**src/rtl/b64d_pkg.sv**
```systemverilog
package b64d_pkg;

    localparam logic [7:0] PAD_CHAR = 8'h3D;

    // Default depth of the group queue between the front and the back part.
    localparam int GROUP_FIFO_DEPTH = 4;

    // One decoded group: up to three bytes, most significant byte first.
    typedef struct packed {
        logic [23:0] bits;
        logic [1:0]  count;
        logic        last;
    } group_t;

    // Maps a character to its sextet for both the standard and URL-safe alphabets.
    function automatic logic [5:0] to_sextet(input logic [7:0] c);
        logic [7:0] d;
        unique case (c) inside
            [8'h41:8'h5A]:          d = c - 8'h41;
            [8'h61:8'h7A]:          d = c - 8'h47;
            [8'h30:8'h39]:          d = c + 8'h04;
            8'h2B, 8'h2D, 8'h2E:    d = 8'd62;
            8'h2F, 8'h5F, 8'h2C:    d = 8'd63;
            default:                d = 8'd0;
        endcase
        return d[5:0];
    endfunction

endpackage

```
**src/rtl/b64d_front.sv**
```systemverilog
module b64d_front
    import b64d_pkg::*;
(
    input  logic       clk,
    input  logic       rst_n,
    input  logic       push,
    input  logic [7:0] text_char,
    input  logic       is_final,
    input  logic       fifo_full,
    output logic       full,
    output logic       grp_valid,
    output group_t     grp
);

    logic [17:0] acc_reg, acc_next;
    logic [1:0]  pos_reg, pos_next;
    logic        third_pad_reg, third_pad_next;
    logic        accept;
    logic [5:0]  sextet;
    logic        is_pad;

    assign full   = fifo_full;
    assign accept = push && !fifo_full;
    assign sextet = to_sextet(text_char);
    assign is_pad = (text_char == PAD_CHAR);

    always_comb
    begin
        acc_next       = acc_reg;
        pos_next       = pos_reg;
        third_pad_next = third_pad_reg;
        grp_valid      = 1'b0;
        grp.bits       = {acc_reg, sextet};
        grp.count      = 2'd3;
        grp.last       = is_final;
        if (accept)
        begin
            if (!is_final && pos_reg != 2'd3)
            begin
                acc_next = {acc_reg[11:0], sextet};
                pos_next = pos_reg + 2'd1;
                if (pos_reg == 2'd2)
                begin
                    third_pad_next = is_pad;
                end
            end
            else
            begin
                // A full group, or the final character closing a short group.
                grp_valid      = 1'b1;
                acc_next       = '0;
                pos_next       = '0;
                third_pad_next = 1'b0;
                if (is_final)
                begin
                    case (pos_reg)
                        2'd0:
                        begin
                            grp.bits  = {sextet, 18'd0};
                            grp.count = 2'd1;
                        end
                        2'd1:
                        begin
                            grp.bits  = {acc_reg[5:0], sextet, 12'd0};
                            grp.count = 2'd1;
                        end
                        2'd2:
                        begin
                            grp.bits  = {acc_reg[11:0], sextet, 6'd0};
                            grp.count = is_pad ? 2'd1 : 2'd2;
                        end
                        default:
                        begin
                            grp.bits  = {acc_reg, sextet};
                            grp.count = is_pad ? (third_pad_reg ? 2'd1 : 2'd2) : 2'd3;
                        end
                    endcase
                end
            end
        end
    end

    always_ff @(posedge clk or negedge rst_n)
    begin
        if (!rst_n)
        begin
            acc_reg       <= '0;
            pos_reg       <= '0;
            third_pad_reg <= 1'b0;
        end
        else
        begin
            acc_reg       <= acc_next;
            pos_reg       <= pos_next;
            third_pad_reg <= third_pad_next;
        end
    end

`ifndef NO_ASSERTIONS
    a_final_resets: assert property (@(posedge clk) disable iff (!rst_n)
        accept && is_final |=> pos_reg == 2'd0 && !third_pad_reg)
        else $error("group position not cleared after final character");
    a_group_nonzero: assert property (@(posedge clk) disable iff (!rst_n)
        grp_valid |-> grp.count != 2'd0)
        else $error("group with no bytes issued");
    a_push_only_accepted: assert property (@(posedge clk) disable iff (!rst_n)
        grp_valid |-> accept)
        else $error("group issued without an accepted beat");
`endif

endmodule

```
**src/rtl/b64d_group_fifo.sv**
```systemverilog
module b64d_group_fifo
    import b64d_pkg::*;
#(
    parameter int DEPTH = GROUP_FIFO_DEPTH
)
(
    input  logic   clk,
    input  logic   rst_n,
    input  logic   wr_en,
    input  group_t wr_data,
    output logic   full,
    input  logic   rd_en,
    output logic   head_valid,
    output group_t head
);

    localparam int PW = (DEPTH > 1) ? $clog2(DEPTH) : 1;
    localparam int CW = $clog2(DEPTH + 1);
    localparam logic [CW-1:0] DEPTH_C = CW'(DEPTH);
    localparam logic [PW-1:0] LAST_PTR = PW'(DEPTH - 1);

    group_t          mem [DEPTH];
    group_t          head_reg;
    logic            head_valid_reg;
    logic [PW-1:0]   wr_ptr_reg, rd_ptr_reg;
    logic [CW-1:0]   cnt_reg;
    logic            head_free, take_mem, bypass, write_mem;

    assign full       = (cnt_reg == DEPTH_C);
    assign head_valid = head_valid_reg;
    assign head       = head_reg;
    assign head_free  = !head_valid_reg || rd_en;
    assign take_mem   = head_free && (cnt_reg != '0);
    assign bypass     = head_free && (cnt_reg == '0) && wr_en;
    assign write_mem  = wr_en && !bypass;

    always_ff @(posedge clk)
    begin
        if (write_mem)
        begin
            mem[wr_ptr_reg] <= wr_data;
        end
        if (take_mem)
        begin
            head_reg <= mem[rd_ptr_reg];
        end
        else if (bypass)
        begin
            head_reg <= wr_data;
        end
    end

    always_ff @(posedge clk or negedge rst_n)
    begin
        if (!rst_n)
        begin
            head_valid_reg <= 1'b0;
            wr_ptr_reg     <= '0;
            rd_ptr_reg     <= '0;
            cnt_reg        <= '0;
        end
        else
        begin
            if (head_free)
            begin
                head_valid_reg <= take_mem || bypass;
            end
            if (write_mem)
            begin
                wr_ptr_reg <= (wr_ptr_reg == LAST_PTR) ? '0 : wr_ptr_reg + PW'(1);
            end
            if (take_mem)
            begin
                rd_ptr_reg <= (rd_ptr_reg == LAST_PTR) ? '0 : rd_ptr_reg + PW'(1);
            end
            cnt_reg <= cnt_reg + CW'(write_mem) - CW'(take_mem);
        end
    end

`ifndef NO_ASSERTIONS
    a_count_bound: assert property (@(posedge clk) disable iff (!rst_n)
        cnt_reg <= DEPTH_C)
        else $error("group queue count beyond depth");
    a_head_first: assert property (@(posedge clk) disable iff (!rst_n)
        !head_valid_reg |-> cnt_reg == '0)
        else $error("stored groups behind an empty head");
    a_write_seen: assert property (@(posedge clk) disable iff (!rst_n)
        wr_en |=> head_valid_reg)
        else $error("queue empty after a write");
`endif

endmodule

```
**src/rtl/b64d_back.sv**
```systemverilog
module b64d_back
    import b64d_pkg::*;
(
    input  logic       clk,
    input  logic       rst_n,
    input  logic       grp_valid,
    input  group_t     grp,
    output logic       grp_pop,
    input  logic       pop,
    output logic       empty,
    output logic [7:0] out_byte,
    output logic       out_last
);

    group_t     cur_reg;
    logic       valid_reg;
    logic [1:0] idx_reg;
    logic       last_byte, pop_ok, take;

    assign last_byte = (idx_reg == cur_reg.count - 2'd1);
    assign pop_ok    = pop && valid_reg;
    assign take      = !valid_reg || (pop_ok && last_byte);
    assign grp_pop   = take && grp_valid;
    assign empty     = !valid_reg;
    assign out_last  = cur_reg.last && last_byte;

    always_comb
    begin
        case (idx_reg)
            2'd0:    out_byte = cur_reg.bits[23:16];
            2'd1:    out_byte = cur_reg.bits[15:8];
            default: out_byte = cur_reg.bits[7:0];
        endcase
    end

    always_ff @(posedge clk)
    begin
        if (grp_pop)
        begin
            cur_reg <= grp;
        end
    end

    always_ff @(posedge clk or negedge rst_n)
    begin
        if (!rst_n)
        begin
            valid_reg <= 1'b0;
            idx_reg   <= '0;
        end
        else if (take)
        begin
            valid_reg <= grp_valid;
            idx_reg   <= '0;
        end
        else if (pop_ok)
        begin
            idx_reg <= idx_reg + 2'd1;
        end
    end

`ifndef NO_ASSERTIONS
    a_count_valid: assert property (@(posedge clk) disable iff (!rst_n)
        valid_reg |-> cur_reg.count != 2'd0)
        else $error("held group has no bytes");
    a_index_range: assert property (@(posedge clk) disable iff (!rst_n)
        valid_reg |-> idx_reg < cur_reg.count)
        else $error("byte index beyond group length");
    a_index_step: assert property (@(posedge clk) disable iff (!rst_n)
        pop_ok && !last_byte |=> valid_reg && idx_reg == $past(idx_reg) + 2'd1)
        else $error("byte index did not advance");
`endif

endmodule

```
**src/rtl/base64_decoder_unit.sv**
```systemverilog
// A completed group passes the queue's head register, then the back part's group register.
// Throughput: one character beat per cycle while full is low; the back part sends one byte
// per cycle while pop is held, so four characters give three bytes with room to spare, held
// in the group queue. A full group gives three bytes, a final group one to three.
// Reset: rst_n is asynchronous and active low; it empties the queue and clears the group state.
// No clearing pass is needed, so the block accepts beats right after reset.
module base64_decoder_unit
    import b64d_pkg::*;
#(
    parameter int GROUP_FIFO_DEPTH_P = GROUP_FIFO_DEPTH
)
(
    input  logic       clk,
    input  logic       rst_n,
    input  logic       push,
    output logic       full,
    input  logic [7:0] text_char,
    input  logic       is_final,
    output logic       empty,
    input  logic       pop,
    output logic [7:0] out_byte,
    output logic       out_last
);

    // The front part maps each character to a sextet and builds groups of up to
    // three bytes. A group goes to the queue when the fourth character arrives,
    // or when the final character of the text closes a short or padded group.
    // The back part takes groups from the queue and hands out one byte per beat.

    group_t front_grp;
    logic   front_grp_valid;
    logic   fifo_full;
    group_t head_grp;
    logic   head_valid;
    logic   head_pop;

    b64d_front u_front (
        .clk       (clk),
        .rst_n     (rst_n),
        .push      (push),
        .text_char (text_char),
        .is_final  (is_final),
        .fifo_full (fifo_full),
        .full      (full),
        .grp_valid (front_grp_valid),
        .grp       (front_grp)
    );

    // The queue holds its head in a register, so a group written into an empty
    // queue is ready at the next edge.
    b64d_group_fifo #(
        .DEPTH (GROUP_FIFO_DEPTH_P)
    ) u_fifo (
        .clk        (clk),
        .rst_n      (rst_n),
        .wr_en      (front_grp_valid),
        .wr_data    (front_grp),
        .full       (fifo_full),
        .rd_en      (head_pop),
        .head_valid (head_valid),
        .head       (head_grp)
    );

    // The back part loads the next group in the same cycle its last byte is
    // popped, so bytes of successive groups follow without a gap.
    b64d_back u_back (
        .clk       (clk),
        .rst_n     (rst_n),
        .grp_valid (head_valid),
        .grp       (head_grp),
        .grp_pop   (head_pop),
        .pop       (pop),
        .empty     (empty),
        .out_byte  (out_byte),
        .out_last  (out_last)
    );

endmodule

```
**config.mk**
```make
export PLATFORM = sky130hd
export DESIGN_NAME = base64_decoder_unit
export DESIGN_NICKNAME = d
export VERILOG_FILES = /design/src/rtl/b64d_pkg.sv /design/src/rtl/b64d_front.sv /design/src/rtl/b64d_group_fifo.sv /design/src/rtl/b64d_back.sv /design/src/rtl/base64_decoder_unit.sv
export SDC_FILE = /design/constraint.sdc
export NUM_CORES = 1
export LEC_CHECK = 0
export BUFFER_PORTS_ARGS = -buffer_cell sky130_fd_sc_hd__buf_2
export CORE_AREA = 2 2 140 142
export DETAILED_ROUTE_END_ITERATION = 12
export DIE_AREA = 0 0 142 144
export GPL_TIMING_DRIVEN = 0
export HOLD_SLACK_MARGIN = 0.06
export MAX_ROUTING_LAYER = met4
export PLACE_DENSITY = 0.58
export SKIP_LAST_GASP = 1
export SYNTH_ARGS = -nofsm -noshare
export SYNTH_HDL_FRONTEND = slang
export SYNTH_HIERARCHICAL = 1
export SYNTH_SLANG_ARGS = --single-unit
export TNS_END_PERCENT = 10
```
**constraint.sdc**
```tcl
create_clock -name clk -period 10.11 [get_ports clk]
set_input_delay 1.011 -clock clk [delete_from_list [all_inputs] [get_ports clk]]
set_output_delay 1.011 -clock clk [all_outputs]
set_load 0.02 [all_outputs]
```
==> metrics.cfg <==
[cells_and_area]
drive_gt1_frac=0.232
utilization=0.500
post-route-cell-area_um2=9550
final_common_cell=edfxtp_1
stdcell_count=820
final_cell_mix=edfxtp_1 (162), dfrtp_1 (32), buf_2 (29), nand2_1 (28), mux2_2 (28)
diodes=0
syn_to_final_growth_pct=11.8
fillCellCount=1590
largest_reg_flops=108
layout.nets=603

[critical_path]
cp-start-kind=flip-flop
worstPathCellList=xnor2_1 > mux2i_1 > a22o_1 > nand2b_1 > nor2b_1 > buf_2 > a21o_1
r2r_slack_ns=5.94
endpoint_kind=flip-flop
arrival_ns=4.22
worstPathRequired_ns=10.16
slowest_delay_ns=0.96
critPathKind=flip-flop to flip-flop
regToRegEndpoint=u_fifo/head[1]$_DFFE_PP_
reg2reg_depth=7
r2r-start=u_back/idx_reg[1]$_DFFE_PN0P_
crit_path_max_fanout=28
slowest_stage=a22o_1

[min_path]
min_path_cells=0
hp-class=flip-flop to flip-flop
min_to=u_back/cur_reg[7]$_DFFE_PP_
hp-start=u_fifo/head[7]$_DFFE_PP_

[synthesis]
synth_edf_count=162
synth_ff_type=edfxtp_1
synth_cell_type_count=59
async_flop_share=0.165
synth_area_um2=8540
yosysWarnings=6
ys_ff_latch=194
synth_nets=564
syn_area_per_cell_um2=16.1
ys_seq_area_frac=0.663
syn_inst=530

[global_routing]
grt_pass1_vias=4694
antenna_found_initial=0
grt_max_degree=33
grt_use_total=0.180
grt.overflow.total=0
grt_pass1_wl_um=26200

[place]
hpwl_um=11400
gp_congestion=0.848
place_inst=788
pre_cts_slack_ns=5.67
place_area_um2=8950
port_buffers=20

[clocking]
clock_path_buffers=2
cts_root_buf=clkbuf_16
cts_hold_buf=0
cts_buffers=17
clk_pin_slew_ns=0.07
cts_tree=done
cts-resized-gates=0
htreeDepth=4
clock-sinks=194
cts_setup_buffers=0
clkLatencyLatePin_ns=0.43

[routing]
drt-total-wl_um=16600
first_pass_iters=5
drc=0
drt_iter0_markers=308
ant_nets=0
via_count=4707
routedWlPerCell_um=20.2
routed_via_density=5.74

[floorplanning]
io_pins=24
floorplan.initialDensity=0.448
die_w_um=142
dieArea_um2=20400
num_rows=51
die_y_um=144
core_area_um2=19100

[sta]
clock-skew-final_ns=0.00768
worst_slack_ns=5.94
setup_violations=0
max-slew-margin-rel=0.243
worst_pin_slew_ns=1.14
fin_crit_ns=4.17
slew_violations=0
rsz0062_at_grt=no
tns_ns=0
clock.fmax_mhz=240
hold_viol=0
holdWs_ns=0.418
post-route-period-util=0.412

[run_status]
outcome=completed

[power_and_ir_drop]
p_leak_nw=3.47
p_total_mw=2.55
power.density_nw_per_um2=267
peakVddDrop_mv=0.136

[flow_run]
cap_viol_max_count=0

==> synthesized netlist by cell type (all sizes together) (4+ instances only) <==
library cell / instances / area share
and2: 13 / 0.0095
a21o: 5 / 0.0044
ha: 19 / 0.028
clkbuf: 13 / 0.0057
xor2: 4 / 0.0050
a21oi: 11 / 0.0073
o21ai: 11 / 0.0064
a221o: 8 / 0.0094
edfxtp: 162 / 0.57
inv: 16 / 0.0070
dfrtp: 32 / 0.094
a22o: 22 / 0.023
a2111oi: 5 / 0.0073
mux2: 31 / 0.042
nand3: 5 / 0.0029
nand2: 28 / 0.012
mux4: 27 / 0.072
nor2: 25 / 0.011
and3: 5 / 0.0037
o31ai: 4 / 0.0041
nor2b: 6 / 0.0044
nand2b: 6 / 0.0044
a22oi: 11 / 0.0097
buf: 16 / 0.014
nor3: 8 / 0.0047
==> logic make-up (layout without fill, tap and decap cells) <==
| family | Yosys count | after routing | share of synthesized area |
|---|---|---|---|
| AO/OA/AOI/OAI | 94 | 94 | 0.0874 |
| buffers and inverters | 45 | 97 | 0.0265 |
| adder cells (fa/ha/maj) | 21 | 21 | 0.0325 |
| AND/OR/NAND/NOR | 110 | 110 | 0.0669 |
| multiplexers | 59 | 59 | 0.115 |
| XOR/XNOR | 7 | 7 | 0.00806 |
| flip-flops | 194 | 194 | 0.663 |
==> worst max path at each step <==
| stage | from | slack (ns) | cells after the start | endpoint |
|---|---|---|---|---|
| floorplan | text_char[2] | 6.25 | 13 | u_fifo/head[26]$_DFFE_PP_ |
| global placement | pop | 5.55 | 6 | u_fifo/mem[0][4]$_DFFE_PP_ |
| detailed placement | text_char[2] | 5.67 | 14 | u_fifo/head[26]$_DFFE_PP_ |
| CTS | u_back/idx_reg[1]$_DFFE_PN0P_ | 5.84 | 7 | u_fifo/head[25]$_DFFE_PP_ |
| global route | u_back/idx_reg[1]$_DFFE_PN0P_ | 5.55 | 7 | u_fifo/head[1]$_DFFE_PP_ |
| finish | u_back/idx_reg[1]$_DFFE_PN0P_ | 5.94 | 7 | u_fifo/head[1]$_DFFE_PP_ |
==> power by group <==
| part | internal [mW] | switching, mW |
|---|---|---|
| Sequential | 1.08 | 0.0617 |
| Combinational | 0.307 | 0.420 |
| Clock | 0.392 | 0.288 |
| Total | 1.78 | 0.770 |
==> area by class of cell <==
type / instances / area [µm²] / area share
tap: 238 / 298 / 0.0312
timing repair buffer: 20 / 100 / 0.0105
inverter: 16 / 60.1 / 0.00629
sequential: 194 / 5670 / 0.593
clock inverter: 14 / 174 / 0.0182
multi-input combinational: 291 / 2660 / 0.278
clock buffer: 18 / 429 / 0.0449
buffer: 29 / 166 / 0.0174
==> per-layer routing <==
| layer | share of wire | global-route usage | up-vias |
|---|---|---|---|
| met1 | 0.44 | 0.227 | 2392 |
| met4 | 0.021 | 0.0732 | 0 |
| met3 | 0.040 | 0.0308 | 28 |
| met2 | 0.49 | 0.292 | 135 |
| met5 | 0 | - | - |
| li1 | - | - | 2152 |
==> critical path, delay by kind of cell (launching register included) <==
| family | cells | cell delay, ns |
|---|---|---|
| XOR/XNOR | 1 | 0.19 |
| AO/OA/AOI/OAI | 2 | 1.78 |
| multiplexers | 1 | 0.41 |
| buffers and inverters | 1 | 0.36 |
| AND/OR/NAND/NOR | 2 | 0.64 |
| flip-flops | 1 | 0.40 |
(Power assumes the default switching activity.)
